$ cat config.mk
export PLATFORM = sky130hd
export DESIGN_NAME = lba_to_chs_track_splitter_core
export DESIGN_NICKNAME = d
export VERILOG_FILES = /design/src/ltc_pkg.sv /design/src/ltc_div.sv /design/src/ltc_datapath.sv /design/src/ltc_ctrl.sv /design/src/lba_to_chs_track_splitter_core.sv
export SDC_FILE = /design/constraint.sdc
export NUM_CORES = 2
export LEC_CHECK = 0
export BUFFER_PORTS_ARGS = -buffer_cell sky130_fd_sc_hd__buf_2
export CORE_ASPECT_RATIO = 0.6
export CORE_MARGIN = 3
export CORE_UTILIZATION = 55
export CTS_CLUSTER_SIZE = 12
export DETAILED_ROUTE_END_ITERATION = 10
export GPL_ROUTABILITY_DRIVEN = 1
export PLACE_DENSITY_LB_ADDON = 0.08
export SETUP_SLACK_MARGIN = 0.02
export SKIP_CTS_REPAIR_TIMING = 1
export SLEW_MARGIN = 30
export SYNTH_ARGS = -nofsm -noshare
export SYNTH_HDL_FRONTEND = slang
export SYNTH_SLANG_ARGS = --single-unit
$ cat constraint.sdc
create_clock -name clock -period 16.6 [get_ports clock]
set_input_delay 2.49 -clock clock [delete_from_list [all_inputs] [get_ports clock]]
set_output_delay 2.49 -clock clock [all_outputs]
set_load 0.05 [all_outputs]
$ cat src/ltc_pkg.sv
`default_nettype none
package ltc_pkg;

   localparam int MAX_SEGMENTS = 64;
   localparam int SEG_W        = $clog2(MAX_SEGMENTS);
   localparam int DIVIDEND_W   = 48;
   localparam int DIVISOR_W    = 32;
   localparam int ITER_W       = $clog2(DIVIDEND_W);

   localparam logic [2:0] CSR_SECTOR_BYTES  = 3'd0;
   localparam logic [2:0] CSR_TRACK_SECTORS = 3'd1;
   localparam logic [2:0] CSR_HEAD_COUNT    = 3'd2;
   localparam logic [2:0] CSR_MAX_CYLINDER  = 3'd3;
   localparam logic [2:0] CSR_HIDDEN_BASE   = 3'd4;

   localparam logic [1:0] OP_INVALID = 2'd3;

   typedef enum logic [2:0] {
      STATUS_OK         = 3'd0,
      STATUS_MISALIGNED = 3'd1,
      STATUS_CYLINDER   = 3'd2,
      STATUS_PAST_END   = 3'd3,
      STATUS_BAD_OP     = 3'd4,
      STATUS_OVERFLOW   = 3'd5
   } status_type;

   typedef enum logic [2:0] {
      STEP_NONE,
      STEP_START,
      STEP_SAVE_PHYS,
      STEP_SAVE_LEFT,
      STEP_SAVE_CYL,
      STEP_SAVE_HEAD,
      STEP_SEGMENT,
      STEP_ADVANCE
   } step_type;

   typedef struct packed {
      step_type   step;
      logic       err_load;
      status_type err_status;
   } cmd_type;

   typedef struct packed {
      logic div_busy;
      logic sb_zero;
      logic misaligned;
      logic geo_zero;
      logic quo_over;
      logic cyl_over;
      logic op_bad;
      logic seg_last;
      logic seg_full;
   } stat_type;

endpackage
`default_nettype wire

$ cat src/ltc_div.sv
`default_nettype none
module ltc_div (
   input  wire logic                           clock,
   input  wire logic                           reset,
   input  wire logic                           start,
   input  wire logic [ltc_pkg::DIVIDEND_W-1:0] dividend,
   input  wire logic [ltc_pkg::DIVISOR_W-1:0]  divisor,
   output logic                                busy,
   output logic      [ltc_pkg::DIVIDEND_W-1:0] quotient,
   output logic      [ltc_pkg::DIVISOR_W-1:0]  remainder
);
   import ltc_pkg::*;

   logic                  busy_ff, busy_in;
   logic [ITER_W-1:0]     iter_ff, iter_in;
   logic [DIVIDEND_W-1:0] quo_ff, quo_in;
   logic [DIVISOR_W:0]    rem_ff, rem_in;
   logic [DIVISOR_W-1:0]  dvsr_ff, dvsr_in;
   logic [DIVISOR_W:0]    trial;

   // One quotient bit per cycle, restoring form.
   always_comb begin
      busy_in = busy_ff;
      iter_in = iter_ff;
      quo_in  = quo_ff;
      rem_in  = rem_ff;
      dvsr_in = dvsr_ff;
      trial   = {rem_ff[DIVISOR_W-1:0], quo_ff[DIVIDEND_W-1]};
      if (start) begin
         busy_in = 1'b1;
         iter_in = '0;
         quo_in  = dividend;
         rem_in  = '0;
         dvsr_in = divisor;
      end else if (busy_ff) begin
         if (trial >= {1'b0, dvsr_ff}) begin
            rem_in = trial - {1'b0, dvsr_ff};
            quo_in = {quo_ff[DIVIDEND_W-2:0], 1'b1};
         end else begin
            rem_in = trial;
            quo_in = {quo_ff[DIVIDEND_W-2:0], 1'b0};
         end
         iter_in = iter_ff + 1'b1;
         if (iter_ff == ITER_W'(DIVIDEND_W - 1)) begin
            busy_in = 1'b0;
         end
      end
   end

   always_ff @(posedge clock) begin
      if (reset) begin
         busy_ff <= 1'b0;
      end else begin
         busy_ff <= busy_in;
      end
      iter_ff <= iter_in;
      quo_ff  <= quo_in;
      rem_ff  <= rem_in;
      dvsr_ff <= dvsr_in;
   end

   assign busy      = busy_ff;
   assign quotient  = quo_ff;
   assign remainder = rem_ff[DIVISOR_W-1:0];
endmodule
`default_nettype wire

$ cat src/ltc_datapath.sv
`default_nettype none
module ltc_datapath (
   input  wire logic              clock,
   input  wire logic              reset,
   input  wire logic              csr_write,
   input  wire logic [2:0]        csr_index,
   input  wire logic [31:0]       csr_data,
   input  wire logic [47:0]       req_byte_offset,
   input  wire logic [30:0]       req_byte_count,
   input  wire logic [1:0]        req_operation,
   input  wire ltc_pkg::cmd_type  cmd,
   output ltc_pkg::stat_type      stat,
   output logic      [15:0]       rsp_cylinder,
   output logic      [15:0]       rsp_head,
   output logic      [15:0]       rsp_first_sector,
   output logic      [15:0]       rsp_sector_count,
   output logic      [31:0]       rsp_segment_bytes,
   output logic      [30:0]       rsp_buffer_offset,
   output logic      [1:0]        rsp_command,
   output logic      [2:0]        rsp_status,
   output logic                   rsp_last
);
   import ltc_pkg::*;

   logic [15:0] sb_ff, ts_ff, hc_ff, maxc_ff;
   logic [31:0] hidden_ff;

   logic [30:0] cnt_ff;
   logic [1:0]  op_ff;
   logic        mis_ff;
   logic [31:0] phys_ff;
   logic [30:0] left_ff;
   logic [31:0] cyl_ff;
   logic [15:0] head_ff, first_ff;
   logic [30:0] bufpos_ff;
   logic [SEG_W-1:0] k_ff;

   logic [15:0] o_cyl_ff, o_head_ff, o_first_ff, o_n_ff;
   logic [31:0] o_bytes_ff;
   logic [30:0] o_buf_ff;
   logic [1:0]  o_cmd_ff;
   logic [2:0]  o_status_ff;
   logic        o_last_ff;

   logic                  div_start;
   logic [DIVIDEND_W-1:0] div_dividend;
   logic [DIVISOR_W-1:0]  div_divisor;
   logic                  div_busy;
   logic [DIVIDEND_W-1:0] div_quo;
   logic [DIVISOR_W-1:0]  div_rem;

   logic [15:0] avail, seg_n;
   logic [16:0] head_next;

   ltc_div u_div (
      .clock     (clock),
      .reset     (reset),
      .start     (div_start),
      .dividend  (div_dividend),
      .divisor   (div_divisor),
      .busy      (div_busy),
      .quotient  (div_quo),
      .remainder (div_rem)
   );

   // Divider operand selection for each stage of the address split.
   always_comb begin
      div_start    = 1'b0;
      div_dividend = '0;
      div_divisor  = '0;
      unique case (cmd.step)
         STEP_START: begin
            div_start    = 1'b1;
            div_dividend = req_byte_offset;
            div_divisor  = {16'd0, sb_ff};
         end
         STEP_SAVE_PHYS: begin
            div_start    = 1'b1;
            div_dividend = {17'd0, cnt_ff};
            div_divisor  = {16'd0, sb_ff};
         end
         STEP_SAVE_LEFT: begin
            div_start    = 1'b1;
            div_dividend = {16'd0, phys_ff};
            div_divisor  = ts_ff * hc_ff;
         end
         STEP_SAVE_CYL: begin
            div_start    = 1'b1;
            div_dividend = {16'd0, div_rem};
            div_divisor  = {16'd0, ts_ff};
         end
         default: begin
         end
      endcase
   end

   assign avail     = ts_ff - first_ff;
   assign seg_n     = ({15'd0, avail} > left_ff) ? left_ff[15:0] : avail;
   assign head_next = {1'b0, head_ff} + 17'd1;

   always_ff @(posedge clock) begin
      if (reset) begin
         sb_ff     <= 16'd512;
         ts_ff     <= 16'd63;
         hc_ff     <= 16'd255;
         maxc_ff   <= 16'd1023;
         hidden_ff <= 32'd0;
      end else if (csr_write) begin
         unique case (csr_index)
            CSR_SECTOR_BYTES:  sb_ff     <= csr_data[15:0];
            CSR_TRACK_SECTORS: ts_ff     <= csr_data[15:0];
            CSR_HEAD_COUNT:    hc_ff     <= csr_data[15:0];
            CSR_MAX_CYLINDER:  maxc_ff   <= csr_data[15:0];
            CSR_HIDDEN_BASE:   hidden_ff <= csr_data;
            default: begin
            end
         endcase
      end

      unique case (cmd.step)
         STEP_START: begin
            cnt_ff <= req_byte_count;
            op_ff  <= req_operation;
         end
         STEP_SAVE_PHYS: begin
            phys_ff <= div_quo[31:0] + hidden_ff;
            mis_ff  <= (div_rem != '0);
         end
         STEP_SAVE_LEFT: begin
            left_ff <= div_quo[30:0];
         end
         STEP_SAVE_CYL: begin
            cyl_ff <= div_quo[31:0];
         end
         STEP_SAVE_HEAD: begin
            head_ff   <= div_quo[15:0];
            first_ff  <= div_rem[15:0];
            bufpos_ff <= '0;
            k_ff      <= '0;
         end
         STEP_SEGMENT: begin
            o_cyl_ff    <= cyl_ff[15:0];
            o_head_ff   <= head_ff;
            o_first_ff  <= first_ff;
            o_n_ff      <= seg_n;
            o_bytes_ff  <= seg_n * sb_ff;
            o_buf_ff    <= bufpos_ff;
            o_cmd_ff    <= op_ff;
            o_status_ff <= STATUS_OK;
            o_last_ff   <= (left_ff == {15'd0, seg_n});
            left_ff     <= left_ff - {15'd0, seg_n};
         end
         STEP_ADVANCE: begin
            bufpos_ff <= bufpos_ff + o_bytes_ff[30:0];
            first_ff  <= '0;
            k_ff      <= k_ff + 1'b1;
            if (head_next >= {1'b0, hc_ff}) begin
               head_ff <= '0;
               cyl_ff  <= cyl_ff + 32'd1;
            end else begin
               head_ff <= head_next[15:0];
            end
         end
         default: begin
         end
      endcase

      if (cmd.err_load) begin
         o_cyl_ff    <= '0;
         o_head_ff   <= '0;
         o_first_ff  <= '0;
         o_n_ff      <= '0;
         o_bytes_ff  <= '0;
         o_buf_ff    <= '0;
         o_cmd_ff    <= '0;
         o_status_ff <= cmd.err_status;
         o_last_ff   <= 1'b1;
      end
   end

   always_comb begin
      stat.div_busy   = div_busy;
      stat.sb_zero    = (sb_ff == '0);
      stat.misaligned = mis_ff || (div_rem != '0);
      stat.geo_zero   = (ts_ff == '0) || (hc_ff == '0);
      stat.quo_over   = (div_quo > {32'd0, maxc_ff});
      stat.cyl_over   = (cyl_ff > {16'd0, maxc_ff});
      stat.op_bad     = (op_ff == OP_INVALID);
      stat.seg_last   = o_last_ff;
      stat.seg_full   = ({{(32-SEG_W){1'b0}}, k_ff} >= 32'(MAX_SEGMENTS - 1));
   end

   assign rsp_cylinder      = o_cyl_ff;
   assign rsp_head          = o_head_ff;
   assign rsp_first_sector  = o_first_ff;
   assign rsp_sector_count  = o_n_ff;
   assign rsp_segment_bytes = o_bytes_ff;
   assign rsp_buffer_offset = o_buf_ff;
   assign rsp_command       = o_cmd_ff;
   assign rsp_status        = o_status_ff;
   assign rsp_last          = o_last_ff;
endmodule
`default_nettype wire

$ cat src/ltc_ctrl.sv
`default_nettype none
module ltc_ctrl (
   input  wire logic              clock,
   input  wire logic              reset,
   input  wire logic              req_valid,
   output logic                   req_stall,
   output logic                   rsp_valid,
   input  wire logic              rsp_stall,
   input  wire ltc_pkg::stat_type stat,
   output ltc_pkg::cmd_type       cmd
);
   import ltc_pkg::*;

   typedef enum logic [3:0] {
      S_IDLE, S_DIV_OFF, S_DIV_CNT, S_DIV_CYL, S_DIV_HEAD,
      S_SEG, S_EMIT, S_CHECK
   } state_type;

   state_type state_ff, state_in;
   logic      valid_ff, valid_in;

   always_comb begin
      state_in       = state_ff;
      valid_in       = valid_ff;
      cmd.step       = STEP_NONE;
      cmd.err_load   = 1'b0;
      cmd.err_status = STATUS_OK;
      unique case (state_ff)
         S_IDLE: begin
            if (req_valid) begin
               if (stat.sb_zero) begin
                  cmd.err_load   = 1'b1;
                  cmd.err_status = STATUS_MISALIGNED;
                  state_in       = S_EMIT;
                  valid_in       = 1'b1;
               end else begin
                  cmd.step = STEP_START;
                  state_in = S_DIV_OFF;
               end
            end
         end
         S_DIV_OFF: begin
            if (!stat.div_busy) begin
               cmd.step = STEP_SAVE_PHYS;
               state_in = S_DIV_CNT;
            end
         end
         S_DIV_CNT: begin
            if (!stat.div_busy) begin
               priority if (stat.misaligned) begin
                  cmd.err_load   = 1'b1;
                  cmd.err_status = STATUS_MISALIGNED;
               end else if (stat.geo_zero) begin
                  cmd.err_load   = 1'b1;
                  cmd.err_status = STATUS_CYLINDER;
               end else begin
                  cmd.step = STEP_SAVE_LEFT;
               end
               state_in = cmd.err_load ? S_EMIT : S_DIV_CYL;
               valid_in = cmd.err_load;
            end
         end
         S_DIV_CYL: begin
            if (!stat.div_busy) begin
               priority if (stat.quo_over) begin
                  cmd.err_load   = 1'b1;
                  cmd.err_status = STATUS_CYLINDER;
               end else if (stat.op_bad) begin
                  cmd.err_load   = 1'b1;
                  cmd.err_status = STATUS_BAD_OP;
               end else begin
                  cmd.step = STEP_SAVE_CYL;
               end
               state_in = cmd.err_load ? S_EMIT : S_DIV_HEAD;
               valid_in = cmd.err_load;
            end
         end
         S_DIV_HEAD: begin
            if (!stat.div_busy) begin
               cmd.step = STEP_SAVE_HEAD;
               state_in = S_SEG;
            end
         end
         S_SEG: begin
            cmd.step = STEP_SEGMENT;
            state_in = S_EMIT;
            valid_in = 1'b1;
         end
         S_EMIT: begin
            if (!rsp_stall) begin
               valid_in = 1'b0;
               if (stat.seg_last) begin
                  state_in = S_IDLE;
               end else begin
                  cmd.step = STEP_ADVANCE;
                  state_in = S_CHECK;
               end
            end
         end
         S_CHECK: begin
            priority if (stat.cyl_over) begin
               cmd.err_load   = 1'b1;
               cmd.err_status = STATUS_PAST_END;
            end else if (stat.seg_full) begin
               cmd.err_load   = 1'b1;
               cmd.err_status = STATUS_OVERFLOW;
            end else begin
               cmd.step = STEP_NONE;
            end
            state_in = cmd.err_load ? S_EMIT : S_SEG;
            valid_in = cmd.err_load;
         end
         default: begin
            state_in = S_IDLE;
            valid_in = 1'b0;
         end
      endcase
   end

   always_ff @(posedge clock) begin
      if (reset) begin
         state_ff <= S_IDLE;
         valid_ff <= 1'b0;
      end else begin
         state_ff <= state_in;
         valid_ff <= valid_in;
      end
   end

   assign req_stall = (state_ff != S_IDLE);
   assign rsp_valid = valid_ff;
endmodule
`default_nettype wire

$ cat src/lba_to_chs_track_splitter_core.sv
`default_nettype none
// Splits one disk transfer request into track segments in cylinder, head and
// zero-based sector form. A request is accepted only while the block is idle;
// it then runs four divisions through one shared bit-serial divider (start
// sector, sector count, cylinder, head). For each track segment after that,
// the block forms the segment, hands the result over, which the result side
// may stall, then checks for the end of the disk or too many segments.
// Errors (zero sector size, misaligned offset or count, zero track or head
// count, cylinder out of range, bad operation, running past the last cylinder,
// too many segments) end the request with a single zeroed result that carries
// the status and has last set.
module lba_to_chs_track_splitter_core (
   input  wire logic        clock,
   input  wire logic        reset,
   input  wire logic        csr_write,
   input  wire logic [2:0]  csr_index,
   input  wire logic [31:0] csr_data,
   input  wire logic        req_valid,
   output logic             req_stall,
   input  wire logic [47:0] req_byte_offset,
   input  wire logic [30:0] req_byte_count,
   input  wire logic [1:0]  req_operation,
   output logic             rsp_valid,
   input  wire logic        rsp_stall,
   output logic      [15:0] rsp_cylinder,
   output logic      [15:0] rsp_head,
   output logic      [15:0] rsp_first_sector,
   output logic      [15:0] rsp_sector_count,
   output logic      [31:0] rsp_segment_bytes,
   output logic      [30:0] rsp_buffer_offset,
   output logic      [1:0]  rsp_command,
   output logic      [2:0]  rsp_status,
   output logic             rsp_last
);
   import ltc_pkg::*;

   cmd_type  cmd;
   stat_type stat;

   // The controller sequences the divisions and the segment loop.
   ltc_ctrl u_ctrl (
      .clock     (clock),
      .reset     (reset),
      .req_valid (req_valid),
      .req_stall (req_stall),
      .rsp_valid (rsp_valid),
      .rsp_stall (rsp_stall),
      .stat      (stat),
      .cmd       (cmd)
   );

   // The datapath holds the registers, the divider and the result register.
   ltc_datapath u_dp (
      .clock             (clock),
      .reset             (reset),
      .csr_write         (csr_write),
      .csr_index         (csr_index),
      .csr_data          (csr_data),
      .req_byte_offset   (req_byte_offset),
      .req_byte_count    (req_byte_count),
      .req_operation     (req_operation),
      .cmd               (cmd),
      .stat              (stat),
      .rsp_cylinder      (rsp_cylinder),
      .rsp_head          (rsp_head),
      .rsp_first_sector  (rsp_first_sector),
      .rsp_sector_count  (rsp_sector_count),
      .rsp_segment_bytes (rsp_segment_bytes),
      .rsp_buffer_offset (rsp_buffer_offset),
      .rsp_command       (rsp_command),
      .rsp_status        (rsp_status),
      .rsp_last          (rsp_last)
   );
endmodule
`default_nettype wire

==> results.md <==
- Syn avg cell area: 9.236 um^2
- Most common cell in the synthesized netlist: nand2_1
- Final setup fails: 0
- Yosys top cell area share: 0.1806
- Syn nets: 5974
- Post-DRT Antenna Nets: 0
- Final Util: 0.6058
- Overflow after GRT: 0
- CTS Sinks: 550
- Yosys warning total: 0
- CTS root buffer: clkbuf_16
- Library cells used by synthesis: 92
- # rows: 82
- Setup CP Type: flip-flop to flip-flop
- CTS max path bufs: 3
- Worst R2R Start: u_dp.ts_ff[0]
- CTS H-tree depth: 2
- VDD IR max: 0.0001572 V
- Die height: 231.8 um
- Total Routing Usage GR: 0.3395
- Gp weighted congestion: 0.9987
- Worst Setup SP: u_dp.ts_ff[0]
- Crit end category: flip-flop
- Slew @ Worst Pin: 1.014 ns
- Max incr delay on CP: 0.72 ns
- Pin count of the biggest net entering global routing: 87
- Post-synth EDFFs: 281
- Drt initial violations: 4174
- Critical path's most frequent cell: fa_1
- Area leader, netlist: edfxtp_1
- CP Data Arrival Time: 12.36 ns
- Initial core utilization: 0.5575
- Drt total wl: 151300 um
- Cells after synthesis: 5060
- Final worst slack: 4.856 ns
- Vias in the first global route: 35970
- Top post-synthesis cells by count: nand2_1, inv_1, ha_1, fa_1, edfxtp_1
- Cell Pwr Density: 148.1 nW/um^2
- I/O pin total: 256
- Post-synth ARST share: 0
- Routed len/inst: 23.75 um
- Number of max-slew violations in the final report: 0
- Final Cycle Share: 0.7075
- Port bufs: 255
- Area growth syn-to-layout: 8.664%
- Die ar.: 88620 um^2
- DRC: 0
- Peak Freq: 0.08515 GHz
- Final Net Count: 6100
- RSZ-0062 raised after global routing: false
- Max_slew headroom: 0.3234
- Initial antenna violation count: 3
- Clock insertion delay at the later pin of the skew report: 0.70 ns
- CTS tree: yes
- Sequential fraction of the synthesis area: 0.2958
- HP Start: u_dp.maxc_ff[12]
- Top post-synthesis cells by area: edfxtp_1, fa_1, dfxtp_1
- Critical path's slowest cell: a221oi_1
- Synthesized area: 46730 um^2
- Drt pass-1 iters: 6
- WP data required: 17.22 ns
- Maximum capacitance violations: 0
- Outcome: completed
- Crit start category: flip-flop
- Detailed-route via count: 38250
- Final hold vios: 0
- Worst-path clk slew: 0.06 ns
- Post-synth top flop: edfxtp_1
- Leak: 23.43 nW
- Worst hold path type: flip-flop to flip-flop
- First-pass GRT wire length: 226500 um
- Dpl hpwl: 115100 um
- Inserted Clock Buffers: 57
- Dpl ws: 5.040 ns
- Core area: 83820 um^2
- Share of cells above drive strength 1: 0.08750
- Minimum period implied by the final worst setup slack: 11.74 ns
- Vias per cell: 6.006
- Total power: 0.007520 W
- Crit path max fanout: 18
- Sum Neg Setup Slack: 0 ns
- Die X: 382.3 um
- Synthesis-stage register bit count: 550
- Clk_skew: 0.08686 ns
- Worst hold-check slack: 0.4575 ns
## worst paths after layout
path	to	slack, ns	cells past startpoint
min reg2reg	u_dp.maxc_ff[12]	0.46	2
min	u_dp.maxc_ff[12]	0.46	2
max reg2reg	u_dp.rsp_segment_bytes[29]	4.86	39
max	u_dp.rsp_segment_bytes[29]	4.86	39
## cells in the final DEF (no fill, tap or decap), types with 15 or more instances in the layout
cell | netlist | routed
o21a_1 | 37 | 37
o31ai_1 | 20 | 20
o311ai_0 | 18 | 17
a21o_1 | 91 | 91
nor2_1 | 244 | 242
and3_1 | 33 | 31
inv_1 | 599 | 598
or3_1 | 15 | 15
xor2_1 | 83 | 83
fa_1 | 393 | 393
nand4_1 | 41 | 41
a211oi_1 | 33 | 33
and2_1 | 212 | 212
clkbuf_1 | 189 | 28
a22oi_1 | 18 | 18
nand3b_1 | 22 | 22
mux2i_1 | 28 | 28
xnor2_1 | 128 | 128
dfxtp_1 | 269 | 269
nor4_1 | 40 | 39
buf_2 | 30 | 254
a211o_1 | 16 | 16
edfxtp_1 | 281 | 281
nand3_1 | 74 | 72
clkbuf_16 | 0 | 59
ha_1 | 400 | 400
nand2b_1 | 31 | 31
buf_4 | 5 | 61
nand2_1 | 759 | 758
a21oi_1 | 225 | 224
nor2b_1 | 40 | 40
a22o_1 | 171 | 171
nor3_1 | 56 | 55
o21ai_0 | 196 | 196
a31oi_1 | 54 | 54
## sequential cells by signal, indices dropped and copies added, names as in the netlist, 31 cells and up
name                    count
u_dp.u_div.dvsr_ff         32
u_dp.hidden_ff             32
u_dp.left_ff               31
u_dp.u_div.quotient        48
u_dp.rsp_buffer_offset     31
u_dp.rsp_segment_bytes     32
u_dp.cyl_ff                32
u_dp.u_div.rem_ff          32
u_dp.phys_ff               32
u_dp.bufpos_ff             31
u_dp.cnt_ff                31
## per-layer routing
layer	GRT usage	up-vias	wire length [um]
met5	0	-	8
met4	0.06717	2	3041
li1	-	17440	-
met2	0.4310	2047	55150
met1	0.5356	18600	70860
met3	0.1293	165	22190
## where the power goes
group          total [W]  internal [W]  switching (W)
Clock            0.00133      0.000729       0.000600
Sequential       0.00228       0.00193       0.000358
Combinational    0.00391       0.00130        0.00261
## layout make-up
class / instances / area (um^2)
Antenna cell: 1 / 2.502
Clock buffer: 95 / 1692
Clock inverter: 12 / 170.2
Fill cell: 7363 / 33040
Inverter: 601 / 2260
Multi-Input combinational cell: 3659 / 29650
Sequential cell: 550 / 13820
Tap cell: 1134 / 1419
Timing Repair Buffer: 317 / 1768
## cells by family (layout without fill, tap and decap cells)
family / count (synthesis) / in the layout / synth area share
adder cells (fa/ha/maj): 793 / 793 / 0.2754
other: 0 / 1 / 0
buffers and inverters: 851 / 1025 / 0.07135
multiplexers: 46 / 46 / 0.01135
AO/OA/AOI/OAI: 1000 / 1000 / 0.1457
flip-flops: 550 / 550 / 0.2958
XOR/XNOR: 211 / 211 / 0.03955
AND/OR/NAND/NOR: 1609 / 1609 / 0.1608
## stage by stage
step	instance area, um^2	cells
6_report	50780	6369
5_1_grt	50780	6368
4_1_cts	50740	6367
3_3_place_gp	48870	6260
3_5_place_dp	48880	6260
2_1_floorplan	46730	5060
## worst max-delay path, delay by kind of cell (launching register included)
family          cells  cell delay, ns
flops               1            0.37
mux                 1            0.59
simple gates        4            0.51
buf+inv             6            0.58
fa+ha+maj          10            4.34
compound gates     17            5.10
xor+xnor            1            0.18
(Power assumes the default switching activity.)
